==> config.mk <==
export PLATFORM = sky130hd
export DESIGN_NAME = fdpc_queue
export DESIGN_NICKNAME = d
export VERILOG_FILES = /design/src/hdl/fdpc_pkg.sv /design/src/hdl/fdpc_queue.sv
export SDC_FILE = /design/constraint.sdc
export NUM_CORES = 1
export LEC_CHECK = 0
export ABC_AREA = 1
export BUFFER_PORTS_ARGS = -buffer_cell sky130_fd_sc_hd__buf_2
export CORE_MARGIN = 2
export CORE_UTILIZATION = 47
export CTS_BUF_LIST = sky130_fd_sc_hd__clkbuf_8 sky130_fd_sc_hd__clkbuf_16
export CTS_CLUSTER_DIAMETER = 150
export DETAILED_ROUTE_END_ITERATION = 16
export PLACE_DENSITY = 0.82
export SLEW_MARGIN = 20
export SYNTH_ARGS = -nofsm -noshare
export SYNTH_HDL_FRONTEND = slang
export SYNTH_SLANG_ARGS = --single-unit
export TNS_END_PERCENT = 5
==> constraint.sdc <==
create_clock -name i_clk -period 7.27 [get_ports i_clk]
set_clock_uncertainty 0.15 [all_clocks]
set_input_delay 0.727 -clock i_clk [delete_from_list [all_inputs] [get_ports i_clk]]
set_output_delay 0.727 -clock i_clk [all_outputs]
set_load 0.02 [all_outputs]
==> src/hdl/fdpc_pkg.sv <==
// Shared widths, operation codes, queue word and back-end state type.
`timescale 1ns / 1ps
`default_nettype none

package fdpc_pkg;

    localparam int PIX_W  = 16;                 // light pixel and result
    localparam int FRAC_W = 8;                  // Q16.8 fraction bits
    localparam int MST_W  = PIX_W + FRAC_W;     // master values
    localparam int PC_W   = 25;                 // pixel count register
    localparam int SUM_W  = 48;                 // flat sum
    localparam int OP_W   = 2;
    localparam int HALF_W = SUM_W / 2;          // flat sum split for the multiplier
    localparam int PP_W   = MST_W + HALF_W;     // one partial product
    localparam int PROD_W = MST_W + SUM_W;      // full numerator
    localparam int DEN_W  = MST_W + PC_W;       // (flat - bias) * pixel_count
    localparam int DIV_W  = DEN_W + FRAC_W;     // divisor, Q.8 aligned
    localparam int Q_W    = PIX_W + 1;          // quotient with one half bit
    localparam int CNT_W  = $clog2(Q_W);
    localparam int SAT_SH = PIX_W + FRAC_W;     // divisor shift for the range check

    localparam int Q_DEPTH = 2;
    localparam int QPTR_W  = $clog2(Q_DEPTH);
    localparam int QCNT_W  = $clog2(Q_DEPTH + 1);

    localparam logic [OP_W-1:0] OP_ACCUM = 2'd0;
    localparam logic [OP_W-1:0] OP_CALIB = 2'd1;
    localparam logic [OP_W-1:0] OP_CLEAR = 2'd2;

    // one calibrate word as classified by the front end
    typedef struct packed {
        logic             divide;   // needs the multiply/divide path
        logic [PIX_W-1:0] pix;      // result when divide is low
        logic             zflag;
        logic             eos;
        logic [MST_W-1:0] nmag;
        logic [MST_W-1:0] dmag;
        logic [SUM_W-1:0] fsum;
        logic [PC_W-1:0]  pcount;
    } t_job;

    typedef struct packed {
        logic full;
        logic empty;
    } t_q_status;

    typedef enum logic [6:0] {
        ST_IDLE  = 7'b0000001,
        ST_MUL0  = 7'b0000010,
        ST_MUL1  = 7'b0000100,
        ST_MUL2  = 7'b0001000,
        ST_CHECK = 7'b0010000,
        ST_DIV   = 7'b0100000,
        ST_ROUND = 7'b1000000
    } t_back_state;

endpackage

`default_nettype wire

==> src/hdl/fdpc_queue.sv <==
// Two-entry queue of classified calibrate words between front and back ends.
`timescale 1ns / 1ps
`default_nettype none

module fdpc_queue (
    input  wire logic               i_clk,
    input  wire logic               i_rst_n,
    input  wire logic               i_push,
    input  wire fdpc_pkg::t_job     i_job,
    input  wire logic               i_pop,
    output fdpc_pkg::t_job          o_job,
    output fdpc_pkg::t_q_status     o_status
);

    localparam int DEPTH  = fdpc_pkg::Q_DEPTH;
    localparam int PTR_W  = fdpc_pkg::QPTR_W;
    localparam int CNT_W  = fdpc_pkg::QCNT_W;

    fdpc_pkg::t_job   r_mem [DEPTH];
    logic [PTR_W-1:0] r_wr_ptr, r_rd_ptr;
    logic [CNT_W-1:0] r_count;

    assign o_job          = r_mem[r_rd_ptr];
    assign o_status.full  = (r_count == CNT_W'(DEPTH));
    assign o_status.empty = (r_count == '0);

    always_ff @(posedge i_clk) begin
        if (i_push) begin
            r_mem[r_wr_ptr] <= i_job;
        end
    end

    always_ff @(posedge i_clk) begin
        if (!i_rst_n) begin
            r_wr_ptr <= '0;
            r_rd_ptr <= '0;
            r_count  <= '0;
        end else begin
            if (i_push) begin
                r_wr_ptr <= (r_wr_ptr == PTR_W'(DEPTH - 1)) ? '0 : r_wr_ptr + 1'b1;
            end
            if (i_pop) begin
                r_rd_ptr <= (r_rd_ptr == PTR_W'(DEPTH - 1)) ? '0 : r_rd_ptr + 1'b1;
            end
            case ({i_push, i_pop})
                2'b10:   r_count <= r_count + 1'b1;
                2'b01:   r_count <= r_count - 1'b1;
                default: r_count <= r_count;
            endcase
        end
    end

    a_no_push_full: assert property (@(posedge i_clk) disable iff (!i_rst_n)
        !(i_push && o_status.full))
        else $error("queue written while full");

    a_no_pop_empty: assert property (@(posedge i_clk) disable iff (!i_rst_n)
        !(i_pop && o_status.empty))
        else $error("queue read while empty");

endmodule

`default_nettype wire

# Word level (Yosys, flattened, before mapping)
# Memories as Yosys holds them, arrays and structs flattened. A register that Yosys moved wholly into a read port is not among the register bits.
# Cells that the tools add are included.
# op_classes
n_eq_ne,3
add_sub_neg,4
n_reduce_logical,2
mux,7
# ops
op,count
$mux 1,6
$eq 2x2->1 const B,2
$pmux 2 s2,1
$add 1x1->1 const B,2
$add 2x1->2 const B,1
$eq 2x1->1 const B,1
$logic_not 2->1,1
$reduce_bool 2->1,1
$sub 2x1->2 const B,1
# word_totals
ramBits,280
register_bits,4
word_cells,20
mem_count,1
inputBits,144
out_inout_bits,142
# memory_table
name,depth,word_bits,read_ports,rd_ports_with_merged_regs,write_ports,line_no,text
r_mem,2,140,1,1,1,fdpc_queue.sv:19,fdpc_pkg::t_job r_mem [DEPTH];

# Logic depth before layout (Yosys ltp)
# depth
ltp_word,4
depth_mapped,7
depth_no_buf,7

# Least setup slack after synthesis
# Ideal clock, no wire load.
# synth_timing
path_type,input-to-reg
from,input port i_push
to,memory r_mem[0][0] (netlist bit) (enable)
required_ps,6475
stages,2
path_buffers,0
arrival_ps,6648
path_slack_ps,-173
setup_time_ps,645
cell_sequence,inv_1 > nor2_1
# synth_between
elab_chain_len,2
# synth_rtl
element,line_no,text
start: declaration,fdpc_queue.sv:8,"input wire logic i_push,"
$mux 1,fdpc_queue.sv:28,if (i_push) begin
$mux 1 (not written as such),fdpc_queue.sv:29,r_mem[r_wr_ptr] <= i_job;
end: declaration,fdpc_queue.sv:19,
# Every way passes these cells.

==> flow_summary.json <==
{
  "reg2reg_depth": 3,
  "register_area_um2": 8512,
  "worst_hold_path_type": "in2reg",
  "yosysWarningCount": 0,
  "drive_above_1_share_pct": 59.22,
  "final.min_clock_period_ns": 3.476,
  "mostFrequentLayoutCell": "buf_2",
  "grt_pass1_vias": 5573,
  "grt_overflow": 0,
  "rsz0062_at_grt": "false",
  "cts_tree": "yes",
  "grt_antenna_before_repair": 3,
  "vdd_drop_max_mv": 0.2064,
  "power_density_nw_per_um2": 278.1,
  "r2r-start": "r_wr_ptr",
  "syn_area_um2": 10750,
  "grt_max_degree": 106,
  "cts_max_path_buffers": 3,
  "crit_fanout": 84,
  "fill_cells": 1663,
  "fin_crit_sh_pct": 47.82,
  "vias": 5322,
  "die_h_um": 155.2,
  "area_delta_synth_final_pct": 24.32,
  "core_um2": 22570,
  "cp_cell_sequence": "buf_12 -> mux2_4 -> buf_2",
  "worst_path_max_delay_cell": "dfxtp_4",
  "drt_iter0_markers": 291,
  "die_area_um2": 24090,
  "yosys.area.top_type": "edfxtp_1",
  "synth_cell_types": 14,
  "die_w_um": 155.2,
  "finalSetupViolations": 0,
  "via_per_inst": 4.905,
  "io_buffers": 285,
  "grt_use_total_pct": 15.56,
  "layout.cells.most_common_list": "buf_2 (285), edfxtp_1 (280), mux2_4 (100), mux2_2 (40), clkbuf_16 (29)",
  "hpwl_mm": 12.48,
  "max-slew-margin-rel_pct": 41.09,
  "min-delay-start": "i_job[127]",
  "grt_pass1_wl_mm": 29.36,
  "worst_pin_slew_ns": 0.8837,
  "critical_path_required_ns": 6.39,
  "gp_congestion": 0.7505,
  "routed_wl_mm": 19.70,
  "hold_violations": 0,
  "report.final.slew_viol_count": 0,
  "netlist.area_leader.share_pct": 78.25,
  "pin_count": 286,
  "clkTransAtPathRegs_ns": 0.06,
  "seq_area_frac_synth_pct": 79.18,
  "synth_seq_cells": 285,
  "arrival_ns": 2.60,
  "tns_ns": 0,
  "critPathMaxStageDelay_ns": 0.91,
  "syn-num-nets": 616,
  "hold_buffers": 0,
  "multi_input_area_um2": 2063,
  "htreeDepth": 1,
  "drv_cap": 0,
  "worstSetupPathType": "reg2out",
  "nNetsFinal": 920,
  "fmax_mhz": 287.7,
  "power_leakage_nw": 5.266,
  "status": "complete, no violations",
  "clock-sinks": 285,
  "critPathCaptureType": "output port",
  "rows": 55,
  "clock_latency_ns": 0.51,
  "rrSetupSlack_ns": 4.84,
  "worst_hold_slack_ns": 0.2366,
  "syn_area_per_cell_um2": 22.81,
  "start_kind": "flop",
  "wl_per_cell_um": 18.16,
  "netlist_instances": 471,
  "numCtsBuffers": 29,
  "dr.pass1.iters": 4,
  "drc": 0,
  "start_util_pct": 47.61,
  "cts_root_buf": "clkbuf_16",
  "ant_nets": 0,
  "whs_path_depth": 1,
  "cts_setup_buffers": 0,
  "ys_top_cells_by_area": "edfxtp_1 (78%), mux2_4 (14%), mux2_2 (4.2%), buf_6 (1.2%), dfxtp_1 (0.93%)",
  "min_to": "r_mem[1][127]",
  "r2r-end": "r_mem[1][85]",
  "cts_resized": 0
}
-- power by group --
| group | internal [mW] | switching, mW | total (mW) |
|---|---|---|---|
| clock | 0.793 | 0.579 | 1.37 |
| combinational | 0.181 | 0.227 | 0.408 |
| sequential | 1.90 | 0.0322 | 1.94 |
-- layout make-up --
cell class | instances | share of cell area [%]
flip-flops and latches | 285 | 63.72
multi-input cells | 164 | 15.44
repair buffers | 289 | 11.24
clock buffers | 29 | 5.432
well taps | 285 | 2.669
clock inverters | 24 | 1.236
inverters | 6 | 0.2060
diodes | 3 | 0.05620
-- sequential cells by signal, summed over array words and instances (netlist names), named ones only --
name      cells
r_mem       280
r_count       2
r_rd_ptr      1
r_wr_ptr      1
-- synth_stat cells --
master,n
nand2_1,8
edfxtp_1,280
mux2_2,40
ha_1,1
buf_2,4
nand4_1,1
dfxtp_1,5
mux2_4,100
o21ai_0,1
buf_6,11
buf_8,1
inv_1,6
nor2_1,12
a21oi_1,1
-- worst max path at each step --
stage / slack, ns / endpoint / cells after the start / start
finish: 3.79 / o_job[112] / 3 / flop
global route: 3.64 / o_job[24] / 3 / flop
CTS: 3.70 / o_job[105] / 3 / flop
detailed placement: 4.26 / o_job[105] / 3 / flop
global placement: 4.27 / o_job[85] / 3 / flop
floorplan: 2.28 / r_mem[0][0] / 2 / i_push
-- metal layers --
layer / vias up / routed length [µm] / global-route usage (%)
li1: 2473 / - / -
met2: 218 / 9975 / 26.92
met1: 2577 / 7495 / 18.57
met5: - / 13 / 0
met3: 52 / 1699 / 4.652
met4: 2 / 519 / 5.679
-- logic make-up after synthesis --
family                   after synthesis  share of synthesized area (%)
AND/OR/NAND/NOR                       21                         0.7569
multiplexers                         140                          18.16
buffers and inverters                 22                          1.688
adder cells (fa/ha/maj)                1                         0.1164
AO/OA/AOI/OAI                          2                        0.09306
flip-flops                           285                          79.18
-- worst max-delay path: cells and delay by family, from the launching register on --
kind,cells,cell delay (ns)
buffers and inverters,2,0.71
flip-flops,1,0.91
multiplexers,1,0.35
-- metrics by stage --
stage,setup WS [ns],cell area [µm²],util (%),cells,total power [mW]
floorplan,2.275,10750,-,471,2.242
global placement,4.268,12430,55.08,1028,2.366
detailed placement,4.261,12430,55.08,1028,2.379
CTS,3.697,13320,59.03,1081,3.756
global route,3.639,13360,59.17,1084,3.847
finish,3.794,13360,59.19,1085,3.716
No activity file was read; power rests on OpenSTA's default activity.
