$ cat config.mk
export PLATFORM = sky130hd
export DESIGN_NAME = fdpc_front
export DESIGN_NICKNAME = d
export VERILOG_FILES = /design/src/hdl/fdpc_pkg.sv /design/src/hdl/fdpc_front.sv
export SDC_FILE = /design/constraint.sdc
export NUM_CORES = 1
export LEC_CHECK = 0
export BUFFER_PORTS_ARGS = -buffer_cell sky130_fd_sc_hd__clkbuf_2
export CAP_MARGIN = 20
export CORE_MARGIN = 8
export CORE_UTILIZATION = 50
export DETAILED_ROUTE_END_ITERATION = 7
export GPL_TIMING_DRIVEN = 0
export PLACE_DENSITY = 0.77
export SYNTH_ARGS = -nofsm -noshare
export SYNTH_HDL_FRONTEND = slang
export SYNTH_SLANG_ARGS = --single-unit
$ cat constraint.sdc
create_clock -name i_clk -period 9.5 [get_ports i_clk]
set_clock_uncertainty 0.15 [all_clocks]
set_input_delay 1.9 -clock i_clk [delete_from_list [all_inputs] [get_ports i_clk]]
set_output_delay 1.9 -clock i_clk [all_outputs]
set_load 0.02 [all_outputs]
$ cat src/hdl/fdpc_pkg.sv
// Shared widths, operation codes, queue word and back-end state type.
`timescale 1ns / 1ps
`default_nettype none

package fdpc_pkg;

    localparam int PIX_W  = 16;                 // light pixel and result
    localparam int FRAC_W = 8;                  // Q16.8 fraction bits
    localparam int MST_W  = PIX_W + FRAC_W;     // master values
    localparam int PC_W   = 25;                 // pixel count register
    localparam int SUM_W  = 48;                 // flat sum
    localparam int OP_W   = 2;
    localparam int HALF_W = SUM_W / 2;          // flat sum split for the multiplier
    localparam int PP_W   = MST_W + HALF_W;     // one partial product
    localparam int PROD_W = MST_W + SUM_W;      // full numerator
    localparam int DEN_W  = MST_W + PC_W;       // (flat - bias) * pixel_count
    localparam int DIV_W  = DEN_W + FRAC_W;     // divisor, Q.8 aligned
    localparam int Q_W    = PIX_W + 1;          // quotient with one half bit
    localparam int CNT_W  = $clog2(Q_W);
    localparam int SAT_SH = PIX_W + FRAC_W;     // divisor shift for the range check

    localparam int Q_DEPTH = 2;
    localparam int QPTR_W  = $clog2(Q_DEPTH);
    localparam int QCNT_W  = $clog2(Q_DEPTH + 1);

    localparam logic [OP_W-1:0] OP_ACCUM = 2'd0;
    localparam logic [OP_W-1:0] OP_CALIB = 2'd1;
    localparam logic [OP_W-1:0] OP_CLEAR = 2'd2;

    // one calibrate word as classified by the front end
    typedef struct packed {
        logic             divide;   // needs the multiply/divide path
        logic [PIX_W-1:0] pix;      // result when divide is low
        logic             zflag;
        logic             eos;
        logic [MST_W-1:0] nmag;
        logic [MST_W-1:0] dmag;
        logic [SUM_W-1:0] fsum;
        logic [PC_W-1:0]  pcount;
    } t_job;

    typedef struct packed {
        logic full;
        logic empty;
    } t_q_status;

    typedef enum logic [6:0] {
        ST_IDLE  = 7'b0000001,
        ST_MUL0  = 7'b0000010,
        ST_MUL1  = 7'b0000100,
        ST_MUL2  = 7'b0001000,
        ST_CHECK = 7'b0010000,
        ST_DIV   = 7'b0100000,
        ST_ROUND = 7'b1000000
    } t_back_state;

endpackage

`default_nettype wire

$ cat src/hdl/fdpc_front.sv
// Front end: accepts words, keeps the flat sum and pixel count, classifies calibrate words.
`timescale 1ns / 1ps
`default_nettype none

module fdpc_front #(
    parameter int MAX_PIXELS = 16777216
) (
    input  wire logic                         i_clk,
    input  wire logic                         i_rst_n,
    input  wire logic                         i_start,
    input  wire logic [fdpc_pkg::OP_W-1:0]    i_operation,
    input  wire logic [fdpc_pkg::PIX_W-1:0]   i_light_pixel,
    input  wire logic [fdpc_pkg::MST_W-1:0]   i_dark_value,
    input  wire logic [fdpc_pkg::MST_W-1:0]   i_bias_value,
    input  wire logic [fdpc_pkg::MST_W-1:0]   i_flat_value,
    input  wire logic                         i_end_of_stack,
    input  wire logic                         i_cfg_wr_en,
    input  wire logic [fdpc_pkg::PC_W-1:0]    i_cfg_wr_data,
    input  wire fdpc_pkg::t_q_status          i_q_status,
    output logic                              o_busy,
    output logic                              o_push,
    output fdpc_pkg::t_job                    o_job
);

    localparam int PC_W  = fdpc_pkg::PC_W;
    localparam int SUM_W = fdpc_pkg::SUM_W;
    localparam int MST_W = fdpc_pkg::MST_W;
    localparam int PIX_W = fdpc_pkg::PIX_W;
    localparam logic [PC_W-1:0] PC_MAX = PC_W'(MAX_PIXELS);

    logic [SUM_W-1:0] r_flat_sum, n_flat_sum;
    logic [PC_W-1:0]  r_pixel_count, n_pixel_count;

    logic             accept;
    logic [MST_W-1:0] light_q8;
    logic             nneg, dneg;
    logic [MST_W-1:0] nmag, dmag;
    logic             sum_zero, pc_zero;
    logic [SUM_W:0]   sum_ext;

    assign accept   = i_start && !i_q_status.full;
    assign o_busy   = i_q_status.full;
    assign o_push   = accept && (i_operation == fdpc_pkg::OP_CALIB);

    assign light_q8 = {i_light_pixel, {fdpc_pkg::FRAC_W{1'b0}}};
    assign nneg     = i_dark_value > light_q8;
    assign nmag     = nneg ? (i_dark_value - light_q8) : (light_q8 - i_dark_value);
    assign dneg     = i_bias_value > i_flat_value;
    assign dmag     = dneg ? (i_bias_value - i_flat_value) : (i_flat_value - i_bias_value);
    assign sum_zero = (r_flat_sum == '0);
    assign pc_zero  = (r_pixel_count == '0);
    assign sum_ext  = {1'b0, r_flat_sum} + {{(SUM_W + 1 - MST_W){1'b0}}, i_flat_value};

    always_comb begin
        o_job        = '0;
        o_job.eos    = i_end_of_stack;
        o_job.nmag   = nmag;
        o_job.dmag   = dmag;
        o_job.fsum   = r_flat_sum;
        o_job.pcount = r_pixel_count;
        o_job.zflag  = (dmag == '0) || sum_zero || pc_zero;
        if ((dmag == '0) || pc_zero) begin
            // divide by zero: full scale only for a positive numerator
            o_job.pix = (!nneg && (nmag != '0) && !sum_zero) ? {PIX_W{1'b1}} : '0;
        end else if ((nmag == '0) || sum_zero || (nneg != dneg)) begin
            o_job.pix = '0;
        end else begin
            o_job.divide = 1'b1;
        end
    end

    always_comb begin
        n_flat_sum = r_flat_sum;
        if (accept) begin
            case (i_operation)
                fdpc_pkg::OP_ACCUM: begin
                    n_flat_sum = sum_ext[SUM_W] ? {SUM_W{1'b1}} : sum_ext[SUM_W-1:0];
                end
                fdpc_pkg::OP_CLEAR: begin
                    n_flat_sum = '0;
                end
                default: begin
                    n_flat_sum = r_flat_sum;
                end
            endcase
        end
    end

    always_comb begin
        n_pixel_count = r_pixel_count;
        if (i_cfg_wr_en) begin
            n_pixel_count = (i_cfg_wr_data > PC_MAX) ? PC_MAX : i_cfg_wr_data;
        end
    end

    always_ff @(posedge i_clk) begin
        if (!i_rst_n) begin
            r_flat_sum    <= '0;
            r_pixel_count <= PC_W'(1);
        end else begin
            r_flat_sum    <= n_flat_sum;
            r_pixel_count <= n_pixel_count;
        end
    end

endmodule

`default_nettype wire

=== Word level (Yosys, flattened, before mapping) ===
Index checks and enable logic that the tools add are counted.

* Bits in writable memories: 0
* Register bits: 73
* Bits in latches: 0
* Memory bits (read-only): 0
* Memories: 0
* Word-level logic and storage cells: 42
* Bits of input ports: 122

* Add/subtract/negate cells: 5
* Multiplexer cells: 9
* Reduce and logical (&&, ||, !) cells: 20
* Shift operators: 0
* Bitwise operators: 0
* $mul: 0
* Equality and inequality tests: 3
* Div/mod/pow operators: 0
* Order comparisons: 3

{| class="wikitable"
|+ Operators with widths
! kind !! count
|-
| case mux 48 bit (2 select lines) || 1
|-
| subtractor 24 bit || 4
|-
| adder 48 x 24 -> 49 bit || 1
|-
| greater-than comparator 24 bit || 2
|-
| zero test 24 bit || 2
|-
| zero test 48 bit || 1
|-
| 2-to-1 mux 24 bit || 2
|-
| 2-to-1 mux 48 bit || 1
|-
| 2-to-1 mux 16 bit || 2
|-
| greater-than comparator 25 bit, second input constant || 1
|-
| zero test 25 bit || 1
|-
| 2-to-1 mux 25 bit || 1
|-
| nonzero test 24 bit || 1
|-
| logical OR 1 bit || 5
|-
| logical AND 1 bit || 4
|-
| zero test 1 bit || 3
|-
| == test 2 x 1 -> 1 bit, second input constant || 1
|-
| == test 2 bit, second input constant || 1
|-
| zero test 2 bit || 1
|-
| 2-to-1 mux 1 bit || 2
|-
| AND reduction 2 bit || 1
|-
| nonzero test 2 bit || 1
|-
| inequality test 1 bit || 1
|}

=== Depth between registers and ports, before layout ===
* Depth after elaboration: 7
* Gate-level depth with buffers: 18
* Depth with buffers taken out: 15

=== Worst setup path before layout ===
No wires, ideal clock.

* Path type: input port to output port
* Start point: in i_dark_value[8] (netlist name)
* End point: out o_job[124] (netlist name)
* Data required time: 7.450 ns
* Path slack: 1.036 ns
* Arrival: 6.414 ns
* Cell stages on the path: 17
* Buffers on the path: 2
* Path through: inv_1 -> ha_1 -> inv_1 -> fa_1 -> a21o_1 -> a221oi_1 -> a21oi_1 -> a221oi_1 -> or2_2 -> clkbuf_1 -> a311oi_1 -> a211oi_1 -> xor2_1 -> nor4_1 -> a41oi_1 -> nor3b_2 -> buf_4

{| class="wikitable"
|+ RTL lines
! item !! RTL line !! RTL
|-
| start: declaration || fdpc_front.sv:13 || <nowiki>input wire logic [fdpc_pkg::MST_W-1:0] i_dark_value,</nowiki>
|-
| end: declaration || fdpc_front.sv:22 || <nowiki>output fdpc_pkg::t_job o_job</nowiki>
|}

==> impl_metrics.tcl <==
set metrics [dict create \
    arrival_ps 7200 \
    p_leak_nw 5.35 \
    async_reset_ff_frac 0 \
    grt_antenna_before_repair 0 \
    clockBufferDepth 2 \
    post_drt_via_cell_ratio 5.88 \
    slowest_delay_ps 670 \
    wl_microns 30900 \
    clkLatencyLatePin_ps 320 \
    synthCells 1216 \
    period_share 0.974 \
    final.hold.worst_slack_ps 350 \
    rsz0062_at_grt "false" \
    synth_compound_area_frac 0.268 \
    seq_power_share 0.242 \
    fin_nets 1717 \
    synth.most_common_cell "a21oi_1" \
    yosysWarningCount 0 \
    cts_tree "built" \
    yosysUniqueCellTypes 73 \
    switching_share 0.395 \
    hold_start "r_flat_sum[22]" \
    syn-num-nets 1445 \
    die_y_microns 150 \
    cts.clk_slew.worst_paths_ps 60 \
    io_buffers 261 \
    yosys.area.top_type "dfxtp_1" \
    cellPowerDensity_nw_per_um2 121 \
    numCtsBuffers 9 \
    synth_ff_type "dfxtp_1" \
    io_pins 264 \
    seq_area_frac_synth 0.164 \
    r2r-start "r_flat_sum[0]" \
    power.switching_w 0.000521 \
    hold_end "r_flat_sum[22]" \
    reg2reg_to "r_flat_sum[23]" \
    reg2reg_depth 15 \
    syn_area_per_cell_sq_um 7.34 \
    wl_per_cell_microns 17.9 \
    synth_xor_area_frac 0.0618 \
    grt_start_max_net_pins 17 \
    slew_violations 0 \
    synthTopCellsByCount "117 x a21oi_1, 104 x inv_1, 103 x ha_1" \
    synth_top_cell_area_share 0.164 \
    core-area_sq_um 17700 \
    drt_iter0_drc 653 \
    relSlewSlack 0.332 \
    place_congestion 0.945 \
    via_count 10100 \
    p_int_w 0.000798 \
    p_clk_frac 0.302 \
    required_ps 7450 \
    synthMuxAreaShare 0.0318 \
    max-vdd-ir-drop_mv 0.107 \
    fin_crit_ps 9250 \
    synth_seq_cells 73 \
    synth_top_family_by_area "compound AO/OA/AOI/OAI gates" \
    end_kind "output port" \
    post_cts_buffers 0 \
    fin_ws_ps 246 \
    setup_violations 0 \
    overflow 0 \
    fp.dieArea_sq_um 22400 \
    area_delta_synth_final_pct 21.9 \
    final_antenna_net_count 0 \
    crit_fanout 16 \
    synth_adder_area_share 0.153 \
    worstMarginPinSlew_ps 996 \
    final_cells 1722 \
    syn_area_sq_um 8930 \
    synth_edf_count 0 \
    die_w_microns 150 \
    drv_cap 0 \
    utilization 0.614 \
    synth_simple_gate_area_frac 0.237 \
    fmax_mhz 108 \
    cp_cell_sequence "clkbuf_2 -> ha_1 -> buf_2 -> a21oi_1 -> o21ai_0 -> a211oi_1 -> nand2_1 -> o211ai_1 -> buf_2 -> mux2i_1 -> a2bb2oi_1 -> nor4b_1 -> nand4b_1 -> o41a_1 -> nor3b_4 -> buf_4 -> clkbuf_2" \
    dp.cells 1706 \
    drive_gt1_frac 0.218 \
    cts.sinks 73 \
    start_util 0.504 \
    track_usage 0.262 \
    whs_path_depth 2 \
    setup_tns_ps 0 \
    row_count 49 \
    synthTopCellsByArea "dfxtp_1 16%, ha_1 14%, a21oi_1 6.6%" \
    clockRootBuffer "clkbuf_16" \
    cp-start-kind "primary input" \
    crit_type "primary input to output port" \
    insertedDiodeCount 0 \
    hp-class "register to register" \
    grt_pass1_wl_microns 48400 \
    status "finished, final reports clean" \
    post-place-ws_ps 66.2 \
    dp_hpwl_microns 25600 \
    drt-pass1-iter-count 5 \
    slowest_stage "o211ai_1" \
    grt_pass1_vias 9635 \
    hold_viol_final 0 \
    comb_power_share 0.456 \
    rrSetupSlack_ps 4790 \
    post-route-drc-count 0 \
    htreeDepth 3 \
]
## cells by family (layout without fill, tap and decap cells)
logic type	count (synthesis)	after routing
AND/OR/NAND/NOR	399	399
flip-flops	73	73
XOR/XNOR	63	63
buffers and inverters	177	454
adder cells (fa/ha/maj)	107	107
multiplexers	28	28
AO/OA/AOI/OAI	369	369
## sequential cells by signal, summed over array words and instances (netlist names)
name,count
r_pixel_count,25
r_flat_sum,48
## final cells by class
class / count / area, sq um
fill: 1662 / 6830
multi-input combinational: 966 / 6720
sequential: 73 / 1460
timing repair buffer: 261 / 1310
inverter: 104 / 390
buffer: 73 / 365
tap: 229 / 287
clock buffer: 10 / 239
clock inverter: 6 / 115
## through the flow
stage / total power, W / instance area, sq um
floorplan: 0.000723 / 8930
global placement: 0.000913 / 10500
detailed placement: 0.000919 / 10500
CTS: 0.00132 / 10900
global route: 0.00139 / 10900
finish: 0.00132 / 10900
## placed cells by master, fill, tap and decap left out, types with 18 or more instances in the layout
master,instances
a21o_1,35
a21oi_1,117
buf_4,18
clkbuf_1,45
clkbuf_2,261
dfxtp_1,73
ha_1,103
inv_1,104
mux2i_1,25
nand2_1,83
nand3_1,23
nor2_1,78
nor2b_1,59
nor3_1,28
nor4_1,33
o21a_1,21
o21ai_0,70
xnor2_1,37
xor2_1,26
## timing repair
item	4_1_cts	5_1_grt
endpoints found under the setup margin	0	16
hold endpoints to repair	0	0
resized for setup	0	2
hold buffers	0	0
## per-layer routing
| metal | vias to the layer above | GRT usage | part of all wire | wire (microns) |
|---|---|---|---|---|
| li1 | 4918 | - | - | - |
| met5 | - | 0 | 0 | 0 |
| met3 | 62 | 0.0399 | 0.086 | 2650 |
| met2 | 466 | 0.433 | 0.45 | 13900 |
| met1 | 4680 | 0.341 | 0.43 | 13300 |
| met4 | 0 | 0.0893 | 0.030 | 911 |
## worst max-delay path, delay by kind of cell
family | cells | cell delay (ps)
buffers and inverters | 5 | 1090
AO/OA/AOI/OAI | 6 | 2150
multiplexers | 1 | 320
adder cells (fa/ha/maj) | 1 | 270
AND/OR/NAND/NOR | 4 | 1450
## worst max path at each step
stage | startpoint | end | slack [ps]
floorplan | i_dark_value[8] | o_job[124] | 1040
finish | i_flat_value[19] | o_job[128] | 250
global placement | i_dark_value[8] | o_job[132] | 140
CTS | i_dark_value[8] | o_job[133] | 40
global route | i_flat_value[19] | o_job[126] | 20
detailed placement | i_dark_value[8] | o_job[133] | 70
## power by group through the flow
stage / registers [W] / logic [W] / clock network (W)
after detailed placement: 0.000326 / 0.000592 / 0
after global placement: 0.000326 / 0.000587 / 0
after CTS: 0.000319 / 0.000596 / 0.000403
after floorplan: 0.000332 / 0.000390 / 0
final: 0.000319 / 0.000602 / 0.000398
after global routing: 0.000320 / 0.000652 / 0.000419
Power figures use the tool's default switching activity.
